[src/design/assert_macros.svh]
// assertion macros used by superio_config_port_core
`ifndef ASSERT_MACROS_SVH
`define ASSERT_MACROS_SVH

// same-cycle implication, disabled during reset
`define SCP_ASSERT_IMP(lbl, clk_s, rst_s, ante, cons) \
  lbl: assert property (@(posedge clk_s) disable iff (rst_s) (ante) |-> (cons)) \
    else $error("scp assertion failed");

// next-cycle implication, disabled during reset
`define SCP_ASSERT_NXT(lbl, clk_s, rst_s, ante, cons) \
  lbl: assert property (@(posedge clk_s) disable iff (rst_s) (ante) |=> (cons)) \
    else $error("scp assertion failed");

`endif

[src/design/scp_pkg.sv]
`default_nettype none

package scp_pkg;

  // key bytes on the index port and the idle read byte
  localparam logic [7:0] KEY_UNLOCK = 8'h55;
  localparam logic [7:0] KEY_LOCK   = 8'hAA;
  localparam logic [7:0] READ_IDLE  = 8'hFF;

  // register indexes with side effects or reset values
  localparam logic [3:0] REG_CHIP   = 4'd0;
  localparam logic [3:0] REG_PORTS  = 4'd1;
  localparam logic [3:0] REG_SERIAL = 4'd2;
  localparam logic [3:0] REG_FDC    = 4'd3;
  localparam logic [3:0] REG_FLOPPY = 4'd5;
  localparam logic [3:0] REG_MISC   = 4'd6;
  localparam logic [3:0] REG_ID     = 4'd13;
  localparam logic [3:0] REG_REV    = 4'd14;

  // register reset values
  localparam logic [7:0] RST_CHIP   = 8'h3A;
  localparam logic [7:0] RST_PORTS  = 8'h9F;
  localparam logic [7:0] RST_SERIAL = 8'hDC;
  localparam logic [7:0] RST_FDC    = 8'h78;
  localparam logic [7:0] RST_MISC   = 8'hFF;
  localparam logic [7:0] RST_REV    = 8'h01;

  // port base addresses
  localparam logic [9:0] BASE_COM1     = 10'h3F8;
  localparam logic [9:0] BASE_COM2     = 10'h2F8;
  localparam logic [9:0] BASE_COM3_A   = 10'h338;
  localparam logic [9:0] BASE_COM4_A   = 10'h238;
  localparam logic [9:0] BASE_COM3_B   = 10'h3E8;
  localparam logic [9:0] BASE_COM4_B   = 10'h2E8;
  localparam logic [9:0] BASE_COM4_C   = 10'h2E0;
  localparam logic [9:0] BASE_COM3_D   = 10'h220;
  localparam logic [9:0] BASE_COM4_D   = 10'h228;
  localparam logic [9:0] BASE_LPT_OFF  = 10'h000;
  localparam logic [9:0] BASE_LPT_MONO = 10'h3BC;
  localparam logic [9:0] BASE_LPT1     = 10'h378;
  localparam logic [9:0] BASE_LPT2     = 10'h278;
  localparam logic [3:0] IRQ_ODD      = 4'd4;
  localparam logic [3:0] IRQ_EVEN     = 4'd3;

  // output register occupancy
  typedef enum logic {
    OCC_EMPTY,
    OCC_FULL
  } occ_state_t;

  // controller to datapath
  typedef struct packed {
    logic load;
    logic key_shift;
    logic idx_write;
    logic reg_write;
    logic reg_read;
  } scp_cmd_t;

  // datapath to controller
  typedef struct packed {
    logic unlocked;
    logic index_ok;
  } scp_sts_t;

  typedef struct packed {
    logic       en;
    logic [9:0] base;
    logic [3:0] irq;
  } ser_map_t;

  typedef struct packed {
    logic [9:0] com3;
    logic [9:0] com4;
  } com_pair_t;

  function automatic logic [9:0] lpt_decode(input logic [1:0] sel);
    logic [9:0] b;
    case (sel)
      2'd0:    b = BASE_LPT_OFF;
      2'd1:    b = BASE_LPT_MONO;
      2'd2:    b = BASE_LPT1;
      default: b = BASE_LPT2;
    endcase
    return b;
  endfunction

  function automatic com_pair_t com_decode(input logic [1:0] sel);
    com_pair_t p;
    case (sel)
      2'd0: begin
        p.com3 = BASE_COM3_A;
        p.com4 = BASE_COM4_A;
      end
      2'd1: begin
        p.com3 = BASE_COM3_B;
        p.com4 = BASE_COM4_B;
      end
      2'd2: begin
        p.com3 = BASE_COM3_B;
        p.com4 = BASE_COM4_C;
      end
      default: begin
        p.com3 = BASE_COM3_D;
        p.com4 = BASE_COM4_D;
      end
    endcase
    return p;
  endfunction

  // disabled port keeps its old base and irq
  function automatic ser_map_t serial_decode(input ser_map_t old, input logic en,
                                             input logic [1:0] sel, input com_pair_t com);
    ser_map_t m;
    m = old;
    m.en = en;
    if (en) begin
      case (sel)
        2'd0: begin
          m.base = BASE_COM1;
          m.irq  = IRQ_ODD;
        end
        2'd1: begin
          m.base = BASE_COM2;
          m.irq  = IRQ_EVEN;
        end
        2'd2: begin
          m.base = com.com3;
          m.irq  = IRQ_ODD;
        end
        default: begin
          m.base = com.com4;
          m.irq  = IRQ_EVEN;
        end
      endcase
    end
    return m;
  endfunction

endpackage

`default_nettype wire

[src/design/scp_req_if.sv]
`default_nettype none

interface scp_req_if;
  logic       valid;
  logic       ready;
  logic       mode;
  logic       port_select;
  logic [7:0] write_data;

  modport source (output valid, output mode, output port_select, output write_data,
                  input ready);
  modport sink (input valid, input mode, input port_select, input write_data,
                output ready);
endinterface

`default_nettype wire

[src/design/scp_rsp_if.sv]
`default_nettype none

interface scp_rsp_if;
  logic       valid;
  logic       ready;
  logic [7:0] read_data;
  logic       config_mode;
  logic [9:0] lpt_base;
  logic       serial1_enable;
  logic [9:0] serial1_base;
  logic [3:0] serial1_intr;
  logic       serial2_enable;
  logic [9:0] serial2_base;
  logic [3:0] serial2_intr;
  logic       fdc_enhanced;
  logic [1:0] density_force;
  logic       drive_swap;

  modport source (output valid, output read_data, output config_mode, output lpt_base,
                  output serial1_enable, output serial1_base, output serial1_intr,
                  output serial2_enable, output serial2_base, output serial2_intr,
                  output fdc_enhanced, output density_force, output drive_swap,
                  input ready);
  modport sink (input valid, input read_data, input config_mode, input lpt_base,
                input serial1_enable, input serial1_base, input serial1_intr,
                input serial2_enable, input serial2_base, input serial2_intr,
                input fdc_enhanced, input density_force, input drive_swap,
                output ready);
endinterface

`default_nettype wire

[src/design/scp_ctrl.sv]
`default_nettype none

module scp_ctrl
  import scp_pkg::*;
(
  input  wire logic       clk,
  input  wire logic       rst,
  input  wire logic       req_valid,
  output logic            req_ready,
  input  wire logic       mode,
  input  wire logic       port_select,
  input  wire logic [7:0] write_data,
  output logic            rsp_valid,
  input  wire logic       rsp_ready,
  input  wire scp_sts_t   sts,
  output scp_cmd_t        cmd
);

  occ_state_t state;
  occ_state_t state_next;
  logic       accept;
  logic       is_lock;
  logic       idx_port_wr;

  // output register occupancy
  always_ff @(posedge clk) begin
    if (rst) begin
      state <= OCC_EMPTY;
    end else begin
      state <= state_next;
    end
  end

  // handshake and access decode
  always_comb begin
    req_ready   = (state == OCC_EMPTY) || rsp_ready;
    rsp_valid   = (state == OCC_FULL);
    accept      = req_valid && req_ready;
    is_lock     = (write_data == KEY_LOCK);
    idx_port_wr = accept && mode && !port_select;

    cmd.load      = accept;
    cmd.key_shift = idx_port_wr && (!sts.unlocked || is_lock);
    cmd.idx_write = idx_port_wr && sts.unlocked && !is_lock;
    cmd.reg_write = accept && mode && port_select && sts.unlocked && sts.index_ok;
    cmd.reg_read  = accept && !mode && port_select && sts.unlocked && sts.index_ok;

    case (state)
      OCC_EMPTY: state_next = accept ? OCC_FULL : OCC_EMPTY;
      OCC_FULL:  state_next = (accept || !rsp_ready) ? OCC_FULL : OCC_EMPTY;
      default:   state_next = OCC_EMPTY;
    endcase
  end

endmodule

`default_nettype wire

[src/design/scp_dp.sv]
`default_nettype none

module scp_dp
  import scp_pkg::*;
#(
  parameter logic [7:0] DEVICE_ID = 8'd99
) (
  input  wire logic       clk,
  input  wire logic       rst,
  input  wire scp_cmd_t   cmd,
  input  wire logic [7:0] write_data,
  output scp_sts_t        sts,
  output logic [7:0]      read_data,
  output logic [9:0]      lpt_base,
  output ser_map_t        serial1,
  output ser_map_t        serial2,
  output logic            fdc_enhanced,
  output logic [1:0]      density_force,
  output logic            drive_swap
);

  logic [7:0] key_hist [2];
  logic [7:0] reg_index;
  logic [7:0] reg_file [16];
  com_pair_t  com;
  logic [9:0] lpt_map;
  ser_map_t   ser1;
  ser_map_t   ser2;

  logic [3:0] idx;
  logic [7:0] diff;
  logic       wr_ports;
  logic       wr_serial;
  logic [7:0] ports_new;
  logic [7:0] serial_new;
  logic       upd_lpt;
  logic       upd_com;
  logic       upd_s1;
  logic       upd_s2;
  com_pair_t  com_new;
  com_pair_t  com_use;
  ser_map_t   ser1_next;
  ser_map_t   ser2_next;

  // reset value of each register
  function automatic logic [7:0] reg_reset(input logic [3:0] i);
    logic [7:0] v;
    case (i)
      REG_CHIP:   v = RST_CHIP;
      REG_PORTS:  v = RST_PORTS;
      REG_SERIAL: v = RST_SERIAL;
      REG_FDC:    v = RST_FDC;
      REG_MISC:   v = RST_MISC;
      REG_ID:     v = DEVICE_ID;
      REG_REV:    v = RST_REV;
      default:    v = 8'h00;
    endcase
    return v;
  endfunction

  // register write decode, new values computed from the post-write registers
  always_comb begin
    idx        = reg_index[3:0];
    diff       = write_data ^ reg_file[idx];
    wr_ports   = cmd.reg_write && (idx == REG_PORTS);
    wr_serial  = cmd.reg_write && (idx == REG_SERIAL);
    ports_new  = wr_ports ? write_data : reg_file[REG_PORTS];
    serial_new = wr_serial ? write_data : reg_file[REG_SERIAL];
    upd_lpt    = wr_ports && (diff[1:0] != 2'b00);
    upd_com    = wr_ports && (diff[6:5] != 2'b00);
    upd_s1     = upd_com || (wr_serial && (diff[2:0] != 3'b000));
    upd_s2     = (upd_com && serial_new[6]) || (wr_serial && (diff[6:4] != 3'b000));
    com_new    = com_decode(ports_new[6:5]);
    com_use    = upd_com ? com_new : com;
    ser1_next  = serial_decode(ser1, serial_new[2], serial_new[1:0], com_use);
    ser2_next  = serial_decode(ser2, serial_new[6], serial_new[5:4], com_use);
  end

  // configuration state
  always_ff @(posedge clk) begin
    if (rst) begin
      key_hist[0] <= 8'h00;
      key_hist[1] <= 8'h00;
      reg_index   <= 8'h00;
      for (int i = 0; i < 16; i++) begin
        reg_file[i] <= reg_reset(4'(i));
      end
      com.com3 <= BASE_COM3_A;
      com.com4 <= BASE_COM4_A;
      lpt_map  <= BASE_LPT1;
      ser1     <= '{en: 1'b1, base: BASE_COM1, irq: IRQ_ODD};
      ser2     <= '{en: 1'b1, base: BASE_COM2, irq: IRQ_EVEN};
    end else begin
      if (cmd.key_shift) begin
        key_hist[0] <= key_hist[1];
        key_hist[1] <= write_data;
      end
      if (cmd.idx_write) begin
        reg_index <= write_data;
      end
      if (cmd.reg_write) begin
        reg_file[idx] <= write_data;
      end
      if (upd_lpt) begin
        lpt_map <= lpt_decode(ports_new[1:0]);
      end
      if (upd_com) begin
        com <= com_new;
      end
      if (upd_s1) begin
        ser1 <= ser1_next;
      end
      if (upd_s2) begin
        ser2 <= ser2_next;
      end
    end
  end

  // read word register
  always_ff @(posedge clk) begin
    if (cmd.load) begin
      read_data <= cmd.reg_read ? reg_file[idx] : READ_IDLE;
    end
  end

  always_comb begin
    sts.unlocked  = (key_hist[0] == KEY_UNLOCK) && (key_hist[1] == KEY_UNLOCK);
    sts.index_ok  = (reg_index[7:4] == 4'h0);
    lpt_base      = lpt_map;
    serial1       = ser1;
    serial2       = ser2;
    fdc_enhanced  = reg_file[REG_FDC][1];
    density_force = reg_file[REG_FLOPPY][4:3];
    drive_swap    = reg_file[REG_FLOPPY][5];
  end

endmodule

`default_nettype wire

[src/design/superio_config_port_core.sv]
// Super I/O configuration port: one bus access word in, one result word out. An access
// is taken and its result word is presented in the next cycle from the output
// register, so a new access can be taken every cycle while the sink keeps ready high; the
// rate is set by that single output register stage. The result carries the read byte (0xFF
// for writes, locked reads, index-port reads and indexes above fifteen) and the port mapping
// as it stands after the access. Two 0x55 index writes unlock, 0xAA on the index port locks.
`default_nettype none

`include "assert_macros.svh"

module superio_config_port_core
  import scp_pkg::*;
#(
  parameter logic [7:0] DEVICE_ID = 8'd99
) (
  input wire logic  clk,
  input wire logic  rst,
  scp_req_if.sink   req,
  scp_rsp_if.source rsp
);

  scp_cmd_t cmd;
  scp_sts_t sts;
  ser_map_t serial1;
  ser_map_t serial2;
  logic     req_ready;
  logic     rsp_valid;

  scp_ctrl u_ctrl (
    .clk         (clk),
    .rst         (rst),
    .req_valid   (req.valid),
    .req_ready   (req_ready),
    .mode        (req.mode),
    .port_select (req.port_select),
    .write_data  (req.write_data),
    .rsp_valid   (rsp_valid),
    .rsp_ready   (rsp.ready),
    .sts         (sts),
    .cmd         (cmd)
  );

  scp_dp #(
    .DEVICE_ID (DEVICE_ID)
  ) u_dp (
    .clk           (clk),
    .rst           (rst),
    .cmd           (cmd),
    .write_data    (req.write_data),
    .sts           (sts),
    .read_data     (rsp.read_data),
    .lpt_base      (rsp.lpt_base),
    .serial1       (serial1),
    .serial2       (serial2),
    .fdc_enhanced  (rsp.fdc_enhanced),
    .density_force (rsp.density_force),
    .drive_swap    (rsp.drive_swap)
  );

  // port side
  assign req.ready          = req_ready;
  assign rsp.valid          = rsp_valid;
  assign rsp.config_mode    = sts.unlocked;
  assign rsp.serial1_enable = serial1.en;
  assign rsp.serial1_base   = serial1.base;
  assign rsp.serial1_intr   = serial1.irq;
  assign rsp.serial2_enable = serial2.en;
  assign rsp.serial2_base   = serial2.base;
  assign rsp.serial2_intr   = serial2.irq;

  // every accepted access yields a result word on the next cycle
  `SCP_ASSERT_NXT(a_result_follows, clk, rst, req.valid && req.ready, rsp.valid)
  // writes never return register contents
  `SCP_ASSERT_NXT(a_write_reads_idle, clk, rst, req.valid && req.ready && req.mode,
                  rsp.read_data == READ_IDLE)
  // reads leave the port mapping untouched
  `SCP_ASSERT_NXT(a_read_keeps_map, clk, rst, req.valid && req.ready && !req.mode,
                  $stable(rsp.lpt_base) && $stable(serial1) && $stable(serial2))
  // locked data writes are dropped
  `SCP_ASSERT_NXT(a_locked_data_ignored, clk, rst,
                  req.valid && req.ready && req.mode && req.port_select && !sts.unlocked,
                  $stable(serial1) && $stable(serial2) && $stable(rsp.lpt_base))

endmodule

`default_nettype wire

[src/flat_wrapper.sv]
// flat-port wrapper written by rule: the top's interface ports become plain ports
module superio_config_port_core_flat import scp_pkg::*;
#(
  parameter logic [7:0] DEVICE_ID = 8'd99
)
  (clk, rst, req_valid, req_mode, req_port_select, req_write_data, req_ready, rsp_valid, rsp_read_data, rsp_config_mode, rsp_lpt_base, rsp_serial1_enable, rsp_serial1_base, rsp_serial1_intr, rsp_serial2_enable, rsp_serial2_base, rsp_serial2_intr, rsp_fdc_enhanced, rsp_density_force, rsp_drive_swap, rsp_ready);
  scp_req_if req_i ();
  scp_rsp_if rsp_i ();
  input wire logic clk;
  input wire logic rst;
  input wire logic [$bits(req_i.valid)-1:0] req_valid;
  input wire logic [$bits(req_i.mode)-1:0] req_mode;
  input wire logic [$bits(req_i.port_select)-1:0] req_port_select;
  input wire logic [$bits(req_i.write_data)-1:0] req_write_data;
  output wire logic [$bits(req_i.ready)-1:0] req_ready;
  output wire logic [$bits(rsp_i.valid)-1:0] rsp_valid;
  output wire logic [$bits(rsp_i.read_data)-1:0] rsp_read_data;
  output wire logic [$bits(rsp_i.config_mode)-1:0] rsp_config_mode;
  output wire logic [$bits(rsp_i.lpt_base)-1:0] rsp_lpt_base;
  output wire logic [$bits(rsp_i.serial1_enable)-1:0] rsp_serial1_enable;
  output wire logic [$bits(rsp_i.serial1_base)-1:0] rsp_serial1_base;
  output wire logic [$bits(rsp_i.serial1_intr)-1:0] rsp_serial1_intr;
  output wire logic [$bits(rsp_i.serial2_enable)-1:0] rsp_serial2_enable;
  output wire logic [$bits(rsp_i.serial2_base)-1:0] rsp_serial2_base;
  output wire logic [$bits(rsp_i.serial2_intr)-1:0] rsp_serial2_intr;
  output wire logic [$bits(rsp_i.fdc_enhanced)-1:0] rsp_fdc_enhanced;
  output wire logic [$bits(rsp_i.density_force)-1:0] rsp_density_force;
  output wire logic [$bits(rsp_i.drive_swap)-1:0] rsp_drive_swap;
  input wire logic [$bits(rsp_i.ready)-1:0] rsp_ready;
  assign req_i.valid = req_valid;
  assign req_i.mode = req_mode;
  assign req_i.port_select = req_port_select;
  assign req_i.write_data = req_write_data;
  assign req_ready = req_i.ready;
  assign rsp_valid = rsp_i.valid;
  assign rsp_read_data = rsp_i.read_data;
  assign rsp_config_mode = rsp_i.config_mode;
  assign rsp_lpt_base = rsp_i.lpt_base;
  assign rsp_serial1_enable = rsp_i.serial1_enable;
  assign rsp_serial1_base = rsp_i.serial1_base;
  assign rsp_serial1_intr = rsp_i.serial1_intr;
  assign rsp_serial2_enable = rsp_i.serial2_enable;
  assign rsp_serial2_base = rsp_i.serial2_base;
  assign rsp_serial2_intr = rsp_i.serial2_intr;
  assign rsp_fdc_enhanced = rsp_i.fdc_enhanced;
  assign rsp_density_force = rsp_i.density_force;
  assign rsp_drive_swap = rsp_i.drive_swap;
  assign rsp_i.ready = rsp_ready;
  superio_config_port_core #(.DEVICE_ID(DEVICE_ID)) u_core (.clk(clk), .rst(rst), .req(req_i), .rsp(rsp_i));
endmodule
[config.mk]
export PLATFORM = sky130hd
export DESIGN_NAME = superio_config_port_core_flat
export DESIGN_NICKNAME = d
export VERILOG_FILES = /design/src/design/scp_pkg.sv /design/src/design/scp_req_if.sv /design/src/design/scp_rsp_if.sv /design/src/design/scp_ctrl.sv /design/src/design/scp_dp.sv /design/src/design/superio_config_port_core.sv /design/src/flat_wrapper.sv
export VERILOG_INCLUDE_DIRS = /design/src /design/src/design
export SDC_FILE = /design/constraint.sdc
export NUM_CORES = 1
export LEC_CHECK = 0
export BUFFER_PORTS_ARGS = -buffer_cell sky130_fd_sc_hd__buf_2
export CAP_MARGIN = 5
export CORE_ASPECT_RATIO = 1.4
export CORE_MARGIN = 4
export CORE_UTILIZATION = 50
export CTS_CLUSTER_SIZE = 14
export DETAILED_ROUTE_END_ITERATION = 10
export GPL_TIMING_DRIVEN = 0
export PLACE_DENSITY = 0.66
export SYNTH_ARGS = -nofsm -noshare
export SYNTH_HDL_FRONTEND = slang
export SYNTH_SLANG_ARGS = --single-unit
[constraint.sdc]
create_clock -name clk -period 6.4 [get_ports clk]
set_input_delay 0.64 -clock clk [delete_from_list [all_inputs] [get_ports clk]]
set_output_delay 0.64 -clock clk [all_outputs]
set_load 0.005 [all_outputs]
* Yosys cells after proc, flatten, opt, wreduce, memory -nomap -nowiden
Memory sizes are Yosys's and may differ from the RTL's. A register that Yosys moved wholly into a read port is not among the register bits.
Index checks and enable logic that the tools add are counted.
** Cells by class
- Equal/unequal tests :: 13
- Muxes and demuxes :: 33
- Bitwise operators :: 4
- Reductions and logical operators :: 43
** Operators by type and width (count)
- $mux W8 :: 11
- $pmux W14 S3 :: 2
- $pmux W19 S3 :: 1
- $pmux W10 S3 :: 1
- $logic_and A1 B1 Y1 :: 21
- $mux W20 :: 1
- $eq A8 B7 Y1 const B :: 2
- $mux W7 :: 2
- $mux W4 :: 3
- $mux W1 :: 11
- $eq A2 B1 Y1 const B :: 4
- $eq A2 B2 Y1 const B :: 4
- $eq A8 B8 Y1 const B :: 1
- $logic_not A2 Y1 :: 4
- $reduce_or A8 Y1 :: 1
- $xor A7 B7 Y7 :: 1
- $reduce_bool A3 Y1 :: 2
- $logic_not A1 Y1 :: 5
- $logic_or A1 B1 Y1 :: 5
- $eq A4 B1 Y1 const B :: 1
- $eq A4 B2 Y1 const B :: 1
- $logic_not A4 Y1 :: 1
- $reduce_and A2 Y1 :: 2
- $reduce_bool A2 Y1 :: 2
- other kinds (3) :: 4
** Word-level totals
- Bits in registers :: 77
- Memory bits (writable) :: 144
- Bits of input ports :: 14
- Output and inout port bits :: 55
- Word-level logic and storage cells :: 107
- Memories kept :: 2
** Memories
- u_core.u_dp.reg_file :: depth 16, width 8, rd ports 5, clocked after memory_dff 1, write ports 16, RTL line scp_dp.sv:24 : logic [7:0] reg_file [16];
- u_core.u_dp.key_hist :: depth 2, width 8, rd ports 2, clocked after memory_dff 0, write ports 2, RTL line scp_dp.sv:22 : logic [7:0] key_hist [2];

* Longest topological paths before layout
- Depth after elaboration :: 13
- Depth in mapped cells :: 11
- Gate-level depth less buffers :: 9

* By module
Synthesis repeated with hierarchy kept, for this count alone.
** Unflattened totals
- Cells, all modules :: 773
- Area total of the unflattened synthesis :: 9873.2 um^2
** By module, submodules not included
- scp_dp :: instances 1, cells an instance 756, area each 9734.3 um^2, seq. area each 5805.6 um^2
- scp_ctrl :: instances 1, cells an instance 17, area each 138.9 um^2, seq. area each 20.0 um^2

* Worst setup path after synthesis
OpenSTA, ideal clock, no wires.
- Path kind :: input-to-reg
- From :: input port rsp_ready
- To :: register u_core.u_dp.ser1, in the netlist u_core.u_dp.serial1[11]
- Library setup time :: 0.122 ns
- Arrival :: 3.006 ns
- Required time :: 6.278 ns
- Setup slack :: 3.272 ns
- Cell stages on the path :: 8
- Buffers on the path :: 1
- Cells stage by stage :: nor2b_1 or4_1 or3_1 buf_2 mux2_2 ha_1 o32a_1 a221o_1
** On the way
- Cells in the longest elaborated chain, start to end :: 12
- Elaborated cells on any way between the ends :: 23
- Those cells by class :: eq/ne (4); mux (5); reduce/logical (14)
** RTL lines
- start, declared :: RTL line flat_wrapper.sv:29 : input wire logic [$bits(rsp_i.ready)-1:0] rsp_ready;
- $logic_or A1 B1 Y1 (*) :: RTL line scp_ctrl.sv:36 : req_ready = (state == OCC_EMPTY) || rsp_ready;
- $logic_and A1 B1 Y1 (*) :: RTL line scp_ctrl.sv:38 : accept = req_valid && req_ready;
- $logic_and A1 B1 Y1 (*) (4 in series) :: RTL line scp_ctrl.sv:45 : cmd.reg_write = accept && mode && port_select && sts.unlocked && sts.index_ok;
- $logic_and A1 B1 Y1 :: RTL line scp_dp.sv:65 : wr_ports = cmd.reg_write && (idx == REG_PORTS);
- $mux W7 :: RTL line scp_dp.sv:67 : ports_new = wr_ports ? write_data : reg_file[REG_PORTS];
- $eq A2 B2 Y1 (tied with other cells) :: RTL line scp_pkg.sv:90 : case (sel)
- $pmux W19 S3 :: RTL line scp_pkg.sv:90
- $mux W20
- $pmux W14 S3 :: RTL line scp_pkg.sv:118 : case (sel)
- end signal, assigned :: RTL line scp_dp.sv:91 : ser1 <= '{en: 1'b1, base: BASE_COM1, irq: IRQ_ODD};
- end signal, assigned :: RTL line scp_dp.sv:111 : ser1 <= ser1_next;
- end, declared :: RTL line scp_dp.sv:27 : ser_map_t ser1;
Mark *: on every way between the ends. The rest lies on a longest branch, timed or not.
A chain may end at the register's enable or synchronous reset.

==> results.cfg <==
[sta]
max_slew.worst_pin.slew_ns = 1.17
rsz0062_at_grt = false
fmax_mhz = 266
finClkSkew_ns = 0.0160
setup_tns_ns = 0
setup-violations-final = 0
holdWs_ns = 0.432
final.period_utilization_pct = 58.8
hold_violations = 0
maxSlewViolCount = 0
slew_headroom_pct = 21.1
period_minus_slack_ns = 3.76

[route]
route.vias.total = 6919
ant_nets = 0
wire_per_inst_microns = 23.7
routed_wirelength_microns = 27700
drtPass1Iterations = 6
vias_per_cell = 5.94
drtIter0Drc = 684
drc = 0

[synth]
synth_ff_type = edfxtp_1
yosysUniqueCellTypes = 62
synth_warnings = 0
ys_ff_latch = 215
avgSynthCellArea_sq_um = 12.3
synth_edf_count = 152
seq_area_frac_synth_pct = 58.5
synthArstFlopShare_pct = 0
syn_inst = 809
synth_area_sq_um = 9970

[cells_and_area]
antenna_cells = 0
area_growth_pct = 13.6
final_cell_count_no_fill = 1165
layout-drive-gt1-share_pct = 19.8
fillerInstances = 1635
regArea_sq_um = 5830
multi_input_area_sq_um = 3750
final_nets = 919

[setup_path]
required_ns = 6.52
worstPathMaxFanout = 10
worstSetupPathType = reg -> reg
worstSetupEndpointType = flop
rr_endpoint = u_core.u_dp.reg_file[0][1]
reg2reg_depth = 7
crit_end = u_core.u_dp.reg_file[0][1]
reg2reg_slack_ns = 2.64
cp.arrival_ns = 3.88
r2r_start = u_core.u_dp.key_hist[0][9]
worst_setup_path_start_kind = flop
startpoint = u_core.u_dp.key_hist[0][9]

[placed_design]
placed_cells = 1126
port_buffers = 62
place_hpwl_microns = 20500
gp_congestion = 0.886

[grt]
overflow = 0
first_global_vias = 6978
antenna_found_initial = 0
grt.total_usage_pct = 24.8
grt_max_degree = 17
grt_pass1_wl_microns = 41700

[floorplanning]
initial_core_util_pct = 51.3
coreArea_sq_um = 19400
die-area_sq_um = 22300
placementRows = 60
die_h_microns = 175
dieWidth_microns = 127
io_pins = 69

[power]
switching_share_pct = 21.4
powerDensity_nw_per_um2 = 256
power_frac_seq_pct = 52.5
p_int_uw = 2270
p_comb_share_pct = 4.1
pwr-share-clk_pct = 43.4
p_leak_uw = 0.00390
ir_drop_uv = 144
p_switching_uw = 621
finalPower_uw = 2900

[clock_network]
clkSlewWorstSetupHoldPaths_ns = 0.06
ctsResizeCount = 0
cts_setup_buffers = 0
ctsLongestPathBuffers = 3
h-tree-depth = 1
cts_tree = built
clk_latency_ns = 0.51
cts_made_buffers = 22
cts-root-buf = clkbuf_16
cts_hold_buf = 0
cts_sinks = 215

[job]
cap_violations = 0

[hold_path]
hold_path.class = in -> reg

[outcome]
status = finished clean
power by group through the flow:
stage	Combinational (uW)	Sequential, uW	Clock, uW
global placement	113	1550	0
CTS	117	1520	1270
floorplan	65.9	1550	0
global route	125	1520	1320
detailed placement	116	1550	0
finish	117	1520	1260
stage by stage:
step / setup WS [ns] / utilization, % / area [sq um]
2_1_floorplan: 3.27 / - / 9980
3_3_place_gp: 2.33 / 54.5 / 10600
3_5_place_dp: 2.66 / 54.7 / 10600
4_1_cts: 2.64 / 58.2 / 11300
5_1_grt: 2.32 / 58.2 / 11300
6_report: 2.64 / 58.2 / 11300
Yosys cell counts, drive strengths merged, types with 20 or more instances:
| library cell | count | area share [%] |
|---|---|---|
| edfxtp | 152 | 46 |
| and2 | 75 | 4.7 |
| dfxtp | 63 | 13 |
| nand2 | 55 | 2.1 |
| nor3 | 49 | 2.5 |
| clkbuf | 46 | 1.7 |
| nor2 | 40 | 1.5 |
| mux4 | 38 | 8.6 |
| or3 | 32 | 2.0 |
| buf | 28 | 1.9 |
| o21ai | 25 | 1.3 |
| a21oi | 24 | 1.2 |
| mux2i | 20 | 2.0 |
metal layers:
layer / vias to the layer above / share of wire (%) / GRT usage (%)
met4: 0 / 5.0 / 11.8
met2: 300 / 52 / 44.0
met1: 3348 / 37 / 29.4
met5: - / 0 / 0
li1: 3196 / - / -
met3: 75 / 6.0 / 3.27
how the worst min path moves through the flow:
stage / from / end / cells past startpoint
after floorplan: u_core.u_dp.com[15] / u_core.u_dp.com[15] / 1
after global placement: u_core.u_dp.serial2[5] / u_core.u_dp.serial2[5] / 2
after detailed placement: u_core.u_dp.serial2[4] / u_core.u_dp.serial2[4] / 2
after CTS: req_valid / u_core.u_ctrl.rsp_valid / 3
after global routing: req_valid / u_core.u_ctrl.rsp_valid / 3
final: req_valid / u_core.u_ctrl.rsp_valid / 3
cell usage in the layout (no fill, tap or decap), types with 8 or more instances in the layout:
cell | synthesis | layout
nand3_1 | 15 | 15
inv_1 | 11 | 11
o21ai_1 | 0 | 9
and2_1 | 74 | 74
buf_4 | 13 | 16
clkbuf_1 | 46 | 51
clkinv_1 | 0 | 8
mux4_2 | 38 | 38
nand2b_1 | 13 | 13
mux2i_1 | 20 | 20
a21oi_1 | 24 | 24
clkbuf_16 | 0 | 23
nand2_1 | 55 | 55
nor3_1 | 49 | 49
or3_1 | 32 | 32
nor2b_1 | 10 | 10
edfxtp_1 | 152 | 152
dfxtp_1 | 63 | 63
nor2_1 | 39 | 39
buf_2 | 10 | 73
and3_1 | 13 | 13
o21ai_0 | 24 | 15
critical path, cell delays in order (launching register included):
cell	delay [ns]
edfxtp_1	0.40
nor4bb_1	0.33
nand4_1	0.25
or3_1	0.48
nor3_1	0.32
nand2b_1	0.27
clkbuf_1	0.33
o21ai_0	0.98
layout make-up:
class / instances / area share (%)
clock buffer: 28 / 5.25
sequential: 215 / 51.5
buffer: 74 / 3.19
clock inverter: 11 / 0.840
timing repair buffer: 66 / 2.98
multi-input combinational: 512 / 33.2
tap: 248 / 2.74
inverter: 11 / 0.365
state kept, by name, summed over array words and instances, names as in the netlist, named ones only:
register                 flops
u_core.u_dp.serial2         13
u_core.u_dp.key_hist        16
u_core.u_dp.com             20
u_core.u_ctrl.rsp_valid      1
u_core.u_dp.read_data        8
u_core.u_dp.reg_index        8
u_core.u_dp.serial1         13
u_core.u_dp.reg_file       128
u_core.u_dp.lpt_base         4
cell families (layout without fill, tap and decap cells):
| group | count (synthesis) | count (layout) | synth area share [%] |
|---|---|---|---|
| and+or+nand+nor | 333 | 333 | 18.2 |
| DFF | 215 | 215 | 58.5 |
| AOI/OAI and AO/OA | 103 | 103 | 6.94 |
| buffers and inverters | 85 | 190 | 4.04 |
| muxes | 65 | 65 | 11.4 |
| xor gates and xnor gates | 4 | 4 | 0.540 |
| adders and majority gates | 3 | 3 | 0.377 |
| other | 1 | 4 | 0.0376 |
(Power assumes the default switching activity.)
